--- src/rshc_pkg.sv ---
// ----------------------------------------------------------------------------
// rshc_pkg: shared definitions for the RSSI smoother and heat mapper
// Holds the field widths, the serial digit size, the register map and the
// handshake structs between the controller and its serial units.
// ----------------------------------------------------------------------------
`timescale 1ns / 1ps

package rshc_pkg;

    // Field widths.
    localparam int DbmW   = 8;
    localparam int LevelW = 16;
    localparam int HeatW  = 8;

    // Serial datapath: the level update moves one digit per cycle.
    localparam int DigitW    = 4;
    localparam int SubW      = 20;
    localparam int SubDigits = SubW / DigitW;
    localparam int AddDigits = LevelW / DigitW;
    localparam int EmaShift  = 2;
    localparam int DigitCntW = 3;

    // Divider: one quotient bit per cycle.
    localparam int DivCntW = 3;

    // Configuration register map.
    localparam int CfgIdxW = 1;
    localparam logic [CfgIdxW-1:0] REG_COLD = 1'b0;
    localparam logic [CfgIdxW-1:0] REG_HOT  = 1'b1;

    localparam logic signed [DbmW-1:0] COLD_RESET = -8'sd90;
    localparam logic signed [DbmW-1:0] HOT_RESET  = -8'sd30;

    localparam logic [HeatW-1:0] HEAT_MAX = 8'd255;

    // Control into a serial unit and status coming back out.
    typedef struct packed {
        logic start;
        logic ack;
    } t_unit_ctl;

    typedef struct packed {
        logic busy;
        logic done;
    } t_unit_stat;

endpackage

--- src/rshc_ema.sv ---
// ----------------------------------------------------------------------------
// rshc_ema: digit-serial exponential moving average
// Keeps the Q8.8 smoothed level. A primed level is updated as
// old + ((sample*256 - old) >>> 2) in two serial passes of 4-bit digits:
// a subtract pass over a 20-bit word, then an add pass over 16 bits.
// ----------------------------------------------------------------------------
`timescale 1ns / 1ps

module rshc_ema
    import rshc_pkg::*;
(
    input  logic                     i_clk,
    input  logic                     i_rst_n,
    input  t_unit_ctl                i_ctl,
    input  logic signed [DbmW-1:0]   i_sample,
    output t_unit_stat               o_stat,
    output logic signed [LevelW-1:0] o_level
);

    typedef enum logic [1:0] {
        E_IDLE,
        E_SUB,
        E_ADD
    } t_ema_state;

    t_ema_state             r_state;
    logic [SubW-1:0]        r_a;
    logic [SubW-1:0]        r_b;
    logic [SubW-1:0]        r_acc;
    logic                   r_carry;
    logic [DigitCntW-1:0]   r_cnt;
    logic signed [LevelW-1:0] r_level;
    logic                   r_primed;
    logic                   r_done;

    logic [LevelW-1:0]      target_q8;
    logic [DigitW-1:0]      b_digit;
    logic [DigitW:0]        digit_sum;
    logic [SubW-1:0]        n_acc;

    assign target_q8 = {i_sample, {(LevelW-DbmW){1'b0}}};

    // One digit of the serial adder; the subtract pass inverts the old level.
    always_comb begin
        b_digit   = (r_state == E_SUB) ? ~r_b[DigitW-1:0] : r_b[DigitW-1:0];
        digit_sum = {1'b0, r_a[DigitW-1:0]} + {1'b0, b_digit} + {{DigitW{1'b0}}, r_carry};
        n_acc     = {digit_sum[DigitW-1:0], r_acc[SubW-1:DigitW]};
    end

    // Sequencer for the two serial passes.
    always_ff @(posedge i_clk) begin
        if (!i_rst_n) begin
            r_state  <= E_IDLE;
            r_level  <= '0;
            r_primed <= 1'b0;
            r_done   <= 1'b0;
            r_cnt    <= '0;
            r_carry  <= 1'b0;
        end else begin
            r_done <= 1'b0;
            unique case (r_state)
                E_IDLE: begin
                    if (i_ctl.start) begin
                        if (!r_primed) begin
                            r_level  <= target_q8;
                            r_primed <= 1'b1;
                            r_done   <= 1'b1;
                        end else begin
                            r_a     <= {{(SubW-LevelW){target_q8[LevelW-1]}}, target_q8};
                            r_b     <= {{(SubW-LevelW){r_level[LevelW-1]}}, r_level};
                            r_carry <= 1'b1;
                            r_cnt   <= '0;
                            r_state <= E_SUB;
                        end
                    end
                end
                E_SUB: begin
                    r_a     <= r_a >> DigitW;
                    r_b     <= r_b >> DigitW;
                    r_acc   <= n_acc;
                    r_carry <= digit_sum[DigitW];
                    r_cnt   <= r_cnt + DigitCntW'(1);
                    if (r_cnt == DigitCntW'(SubDigits-1)) begin
                        // The difference is complete; add a quarter of it to the level.
                        r_a     <= {{(SubW-LevelW){1'b0}}, r_level};
                        r_b     <= {{(SubW-LevelW){1'b0}}, n_acc[LevelW+EmaShift-1:EmaShift]};
                        r_carry <= 1'b0;
                        r_cnt   <= '0;
                        r_state <= E_ADD;
                    end
                end
                E_ADD: begin
                    r_a     <= r_a >> DigitW;
                    r_b     <= r_b >> DigitW;
                    r_acc   <= n_acc;
                    r_carry <= digit_sum[DigitW];
                    r_cnt   <= r_cnt + DigitCntW'(1);
                    if (r_cnt == DigitCntW'(AddDigits-1)) begin
                        r_level <= n_acc[SubW-1:SubW-LevelW];
                        r_done  <= 1'b1;
                        r_state <= E_IDLE;
                    end
                end
                default: r_state <= E_IDLE;
            endcase
        end
    end

    assign o_stat.busy = (r_state != E_IDLE);
    assign o_stat.done = r_done;
    assign o_level     = r_level;

endmodule

--- src/rshc_heat.sv ---
// ----------------------------------------------------------------------------
// rshc_heat: threshold mapping with a bit-serial divider
// Clamps against the cold and hot thresholds, and otherwise forms
// (dbm - cold) * 255 / (hot - cold) with a restoring divider that
// produces one quotient bit per cycle. The result holds until acknowledged.
// ----------------------------------------------------------------------------
`timescale 1ns / 1ps

module rshc_heat
    import rshc_pkg::*;
(
    input  logic                   i_clk,
    input  logic                   i_rst_n,
    input  t_unit_ctl              i_ctl,
    input  logic signed [DbmW-1:0] i_dbm,
    input  logic signed [DbmW-1:0] i_cold,
    input  logic signed [DbmW-1:0] i_hot,
    output t_unit_stat             o_stat,
    output logic [HeatW-1:0]       o_heat
);

    typedef enum logic [1:0] {
        H_IDLE,
        H_DIV,
        H_DONE
    } t_heat_state;

    t_heat_state          r_state;
    logic [HeatW-1:0]     r_rem;
    logic [HeatW-1:0]     r_quo;
    logic [HeatW-1:0]     r_den;
    logic [DivCntW-1:0]   r_cnt;

    logic [HeatW-1:0]     span_num;
    logic [HeatW-1:0]     span_den;
    logic [2*HeatW-1:0]   numer;
    logic [HeatW:0]       trial;

    // Numerator (dbm - cold) * 255 as a shift and subtract.
    always_comb begin
        span_num = HeatW'(i_dbm - i_cold);
        span_den = HeatW'(i_hot - i_cold);
        numer    = {span_num, {HeatW{1'b0}}} - {{HeatW{1'b0}}, span_num};
        trial    = {r_rem, r_quo[HeatW-1]} - {1'b0, r_den};
    end

    // Clamp decisions and the divide iterations.
    always_ff @(posedge i_clk) begin
        if (!i_rst_n) begin
            r_state <= H_IDLE;
            r_cnt   <= '0;
        end else begin
            unique case (r_state)
                H_IDLE: begin
                    if (i_ctl.start) begin
                        if (i_dbm <= i_cold) begin
                            r_quo   <= '0;
                            r_state <= H_DONE;
                        end else if (i_dbm >= i_hot) begin
                            r_quo   <= HEAT_MAX;
                            r_state <= H_DONE;
                        end else begin
                            // The quotient fits 8 bits, so the upper byte is a valid remainder.
                            r_rem   <= numer[2*HeatW-1:HeatW];
                            r_quo   <= numer[HeatW-1:0];
                            r_den   <= span_den;
                            r_cnt   <= '0;
                            r_state <= H_DIV;
                        end
                    end
                end
                H_DIV: begin
                    if (!trial[HeatW]) begin
                        r_rem <= trial[HeatW-1:0];
                    end else begin
                        r_rem <= {r_rem[HeatW-2:0], r_quo[HeatW-1]};
                    end
                    r_quo <= {r_quo[HeatW-2:0], ~trial[HeatW]};
                    r_cnt <= r_cnt + DivCntW'(1);
                    if (r_cnt == DivCntW'(HeatW-1)) begin
                        r_state <= H_DONE;
                    end
                end
                H_DONE: begin
                    if (i_ctl.ack) begin
                        r_state <= H_IDLE;
                    end
                end
                default: r_state <= H_IDLE;
            endcase
        end
    end

    assign o_stat.busy = (r_state != H_IDLE);
    assign o_stat.done = (r_state == H_DONE);
    assign o_heat      = r_quo;

endmodule

--- src/rssi_smoother_heat_colour_top.sv ---
// A primed level update passes through the 4-bit digit-serial adder, and a
// heat value between the thresholds then goes through the bit-serial divider.
// One sample is in work at a time; the next is taken the cycle after the
// result is loaded, while that result may still wait in the output register.
// Reset (synchronous, active low) clears level and primed flag, thresholds -90/-30 dBm.
// ----------------------------------------------------------------------------
// rssi_smoother_heat_colour_top: RSSI smoother with heat colour output
// Controller, configuration registers and output register around the serial
// moving-average unit and the serial heat divider.
// ----------------------------------------------------------------------------
`timescale 1ns / 1ps

module rssi_smoother_heat_colour_top
    import rshc_pkg::*;
(
    input  logic                   i_clk,
    input  logic                   i_rst_n,
    input  logic                   i_in_valid,
    output logic                   o_in_ready,
    input  logic signed [DbmW-1:0] i_rssi_sample,
    output logic                   o_out_valid,
    input  logic                   i_out_ready,
    output logic signed [DbmW-1:0] o_smoothed_dbm,
    output logic [HeatW-1:0]       o_heat_red,
    output logic [HeatW-1:0]       o_heat_blue,
    input  logic                   i_cfg_we,
    input  logic [CfgIdxW-1:0]     i_cfg_idx,
    input  logic [DbmW-1:0]        i_cfg_data
);

    typedef enum logic [1:0] {
        T_IDLE,
        T_EMA,
        T_HEAT
    } t_top_state;

    t_top_state               r_state;
    logic signed [DbmW-1:0]   r_cold;
    logic signed [DbmW-1:0]   r_hot;
    logic signed [DbmW-1:0]   r_dbm;
    logic                     r_out_valid;
    logic signed [DbmW-1:0]   r_out_dbm;
    logic [HeatW-1:0]         r_out_heat;

    t_unit_ctl                ema_ctl;
    t_unit_stat               ema_stat;
    t_unit_ctl                heat_ctl;
    t_unit_stat               heat_stat;
    logic signed [LevelW-1:0] level;
    logic [HeatW-1:0]         heat;
    logic signed [DbmW-1:0]   level_dbm;
    logic                     out_free;

    // Q8.8 to whole dBm, truncated toward zero.
    always_comb begin
        if (level[LevelW-1] && (level[LevelW-DbmW-1:0] != '0)) begin
            level_dbm = level[LevelW-1:LevelW-DbmW] + DbmW'(1);
        end else begin
            level_dbm = level[LevelW-1:LevelW-DbmW];
        end
    end

    assign out_free      = !r_out_valid || i_out_ready;
    assign o_in_ready    = (r_state == T_IDLE);
    assign ema_ctl.start = (r_state == T_IDLE) && i_in_valid;
    assign ema_ctl.ack   = 1'b0;
    assign heat_ctl.start = (r_state == T_EMA) && ema_stat.done;
    assign heat_ctl.ack   = (r_state == T_HEAT) && heat_stat.done && out_free;

    // Configuration registers.
    always_ff @(posedge i_clk) begin
        if (!i_rst_n) begin
            r_cold <= COLD_RESET;
            r_hot  <= HOT_RESET;
        end else if (i_cfg_we) begin
            unique case (i_cfg_idx)
                REG_COLD: r_cold <= i_cfg_data;
                REG_HOT:  r_hot  <= i_cfg_data;
                default:  ;
            endcase
        end
    end

    // Transaction control and output register.
    always_ff @(posedge i_clk) begin
        if (!i_rst_n) begin
            r_state     <= T_IDLE;
            r_out_valid <= 1'b0;
        end else begin
            if (r_out_valid && i_out_ready) begin
                r_out_valid <= 1'b0;
            end
            unique case (r_state)
                T_IDLE: begin
                    if (i_in_valid) begin
                        r_state <= T_EMA;
                    end
                end
                T_EMA: begin
                    if (ema_stat.done) begin
                        r_dbm   <= level_dbm;
                        r_state <= T_HEAT;
                    end
                end
                T_HEAT: begin
                    if (heat_stat.done && out_free) begin
                        r_out_valid <= 1'b1;
                        r_out_dbm   <= r_dbm;
                        r_out_heat  <= heat;
                        r_state     <= T_IDLE;
                    end
                end
                default: r_state <= T_IDLE;
            endcase
        end
    end

    rshc_ema u_ema (
        .i_clk    (i_clk),
        .i_rst_n  (i_rst_n),
        .i_ctl    (ema_ctl),
        .i_sample (i_rssi_sample),
        .o_stat   (ema_stat),
        .o_level  (level)
    );

    rshc_heat u_heat (
        .i_clk   (i_clk),
        .i_rst_n (i_rst_n),
        .i_ctl   (heat_ctl),
        .i_dbm   (level_dbm),
        .i_cold  (r_cold),
        .i_hot   (r_hot),
        .o_stat  (heat_stat),
        .o_heat  (heat)
    );

    assign o_out_valid    = r_out_valid;
    assign o_smoothed_dbm = r_out_dbm;
    assign o_heat_red     = r_out_heat;
    assign o_heat_blue    = HEAT_MAX - r_out_heat;

endmodule

--- config.mk ---
export PLATFORM = sky130hd
export DESIGN_NAME = rssi_smoother_heat_colour_top
export DESIGN_NICKNAME = d
export VERILOG_FILES = /design/src/rshc_pkg.sv /design/src/rshc_ema.sv /design/src/rshc_heat.sv /design/src/rssi_smoother_heat_colour_top.sv
export SDC_FILE = /design/constraint.sdc
export NUM_CORES = 1
export LEC_CHECK = 0
export ABC_AREA = 1
export BUFFER_PORTS_ARGS = -buffer_cell sky130_fd_sc_hd__buf_2
export CAP_MARGIN = 10
export CORE_MARGIN = 2
export CORE_UTILIZATION = 55
export DETAILED_ROUTE_END_ITERATION = 7
export PLACE_DENSITY = 0.83
export SYNTH_ARGS = -nofsm -noshare
export SYNTH_HDL_FRONTEND = slang
export SYNTH_HIERARCHICAL = 1
export SYNTH_SLANG_ARGS = --single-unit
--- constraint.sdc ---
create_clock -name i_clk -period 5.5 [get_ports i_clk]
set_clock_uncertainty 0.2 [all_clocks]
set_input_delay 0.55 -clock i_clk [delete_from_list [all_inputs] [get_ports i_clk]]
set_output_delay 0.55 -clock i_clk [all_outputs]
set_load 0.05 [all_outputs]
==> results.yml <==
pwr:
  p_int_mw: 2.42
  switching_share: 0.354
  power_density_nw_per_um2: 400
  clkPwrFrac: 0.309
  seqPwrFrac: 0.364
  power.leakage_nw: 4.22
  power.share.combinational: 0.326
  ir_worst_vdd_uv: 268
  netSwitchingPower_mw: 1.33
route:
  vias: 6826
  drc_errors: 0
  drt_iter0_drc: 743
  wirelength_um: 19300
  vias_per_cell: 5.43
  wl_per_cell_um: 15.4
  postRouteAntennaNets: 0
  first_pass_iters: 6
logic_synthesis:
  yosys_warnings: 6
  syn_area_um2: 8430
  syn_area_per_cell_um2: 8.35
  syn_nets: 1083
  netlist_instances: 1010
worst_setup_path:
  worst_path_max_delay_cell: "nor2_1"
  worstSetupStartpointType: "flop"
  end_kind: "flop"
  arrival_ps: 3480
  path_common_cell: "nand2_1"
  crit_required_ps: 5360
  setup.worst_path.class: "reg2reg"
  path_cells: "nor2_1, nand2_1, o21ai_2, nand2_1, nand2_1, inv_1, ha_1, fa_1, inv_1, nand3_1, nand2_4, nand2_2, nand3_2, nand4_1, nand2_1, nand3_2, nor2_1"
  cp_max_fo: 8
  critPathMaxStageDelay_ps: 530
clocking:
  h-tree-depth: 4
  hold_buffers: 0
  clkTransAtPathRegs_ps: 60
  root_buffer: "clkbuf_16"
  cts_tree: "done"
  cts_sinks: 144
  clk_latency_ps: 430
  cts_buffers: 17
  cts_setup_buffers: 0
  cts_resized: 0
  clockBufferDepth: 2
floorplan:
  start_util: 0.559
  fp.dieW_um: 128
  core_region_area_um2: 15100
  top_level_ports: 48
  rows: 45
  die_area_um2: 16300
  die_h_um: 128
final_layout:
  fillers: 1203
  num-nets-final: 1129
  layout-drive-gt1-share: 0.140
  antenna_cells: 0
  area_delta_synth_final_pct: 10.9
sta:
  max_freq_ghz: 0.276
  hold_violations: 0
  tns_ps: 0
  fin_hold_ws_ps: 134
  relSlewSlack: 0.252
  rsz0062_at_grt: "false"
  setup_viol: 0
  slew_viol_final: 0
  period_needed_ps: 3620
  finalCritPeriodShare: 0.658
  worstMarginPinSlew_ps: 1120
global_routing:
  antenna_found_initial: 0
  grt_pass1_wl_um: 31200
  overflow: 0
  grt_usage: 0.247
  grt_max_degree: 35
  grt_pass1_vias: 6380
placement:
  dp_hpwl_um: 13400
  gp_congestion: 0.902
  port_buffers: 47
run:
  maxCapViolCount: 0
status:
  status: "completed"
worst_hold_path:
  hold_class: "in2reg"
-- cell type report --
type / count / area, um^2 / share of cell area
Sequential cell: 144 / 3840 / 0.411
Multi-Input combinational cell: 700 / 3870 / 0.414
Clock inverter: 10 / 138 / 0.0147
Clock buffer: 22 / 454 / 0.0485
Timing Repair Buffer: 53 / 280 / 0.0300
Tap cell: 188 / 235 / 0.0251
Inverter: 140 / 533 / 0.0570
-- sequential cells by signal (all words and copies together) (netlist names), 2 cells and up --
name / flops
u_ema/r_a: 17
u_ema/r_b: 17
u_ema/o_level: 16
u_ema/r_acc: 14
o_heat_red: 8
o_smoothed_dbm: 8
r_cold: 8
r_dbm: 8
r_hot: 8
u_heat/o_heat: 8
u_heat/r_den: 8
u_heat/r_rem: 8
u_ema/r_cnt: 3
u_heat/r_cnt: 3
r_state: 2
u_ema/r_state: 2
u_heat/r_state: 2
-- power groups by stage --
| stage | clock network [mW] | registers, mW | logic [mW] |
|---|---|---|---|
| floorplan | 0 | 1.36 | 0.957 |
| global placement | 0 | 1.38 | 1.16 |
| detailed placement | 0 | 1.38 | 1.19 |
| CTS | 1.16 | 1.36 | 1.21 |
| global route | 1.21 | 1.37 | 1.37 |
| finish | 1.16 | 1.36 | 1.22 |
-- routing by layer --
layer,GRT usage,part of all wire,vias to the layer above
li1,-,-,3374
met1,0.321,0.42,3081
met2,0.402,0.47,328
met3,0.0618,0.079,43
met4,0.0924,0.026,0
met5,0,0,-
-- worst max-delay path: cells and delay by family, from the launching register on --
kind                       cells  cell delay [ps]
and+or+nand+nor               12             1670
adders and majority gates      2              610
DFF                            1              330
AOI/OAI and AO/OA              1              270
buffers and inverters          2              160
-- worst paths after layout --
check	start	to	slack, ps	cells past startpoint
min reg2reg	r_dbm[7]$_DFFE_PP_	o_smoothed_dbm[7]$_DFFE_PP_	250	0
max	u_ema/o_level[5]$_SDFFE_PN0P_	u_heat/r_rem[2]$_DFFE_PP_	1880	17
min	i_cfg_data[7]	r_hot[7]$_SDFFE_PN1P_	130	3
max reg2reg	u_ema/o_level[5]$_SDFFE_PN0P_	u_heat/r_rem[2]$_DFFE_PP_	1880	17
-- cell usage in the layout (no fill, tap or decap), types with 2 or more instances in the layout --
cell type	instances
nand2_4	7
o211ai_1	6
nand2_2	12
nand2_1	266
o21bai_1	2
inv_4	3
inv_1	129
buf_4	6
nand4_1	6
ha_1	46
clkbuf_16	17
inv_2	7
xnor2_1	8
edfxtp_1	96
clkinv_2	3
o21ai_0	48
clkbuf_1	4
nor2_1	101
or2_2	2
buf_2	47
nand3_2	8
clkinvlp_4	2
o21ai_1	3
nand3_1	55
nor2_8	3
a21oi_1	69
xor2_1	12
nand3b_1	2
dfxtp_1	48
a21oi_2	2
nor2_4	4
nor2_2	10
fa_1	5
o21ai_2	2
nor3_1	5
nor3_2	2
a22oi_1	2
bufinv_16	3
nand3_4	2
-- per-stage QoR --
| step | power [mW] | cell area, um^2 | utilization | std cells | setup WS [ps] |
|---|---|---|---|---|---|
| global route | 3.96 | 9360 | 0.620 | 1257 | 1460 |
| finish | 3.74 | 9360 | 0.620 | 1257 | 1880 |
| floorplan | 2.32 | 8430 | - | 1010 | 1840 |
| global placement | 2.54 | 8760 | 0.581 | 1225 | 1980 |
| detailed placement | 2.57 | 8760 | 0.581 | 1225 | 1910 |
| CTS | 3.73 | 9360 | 0.620 | 1257 | 1890 |
(Power assumes the default switching activity.)
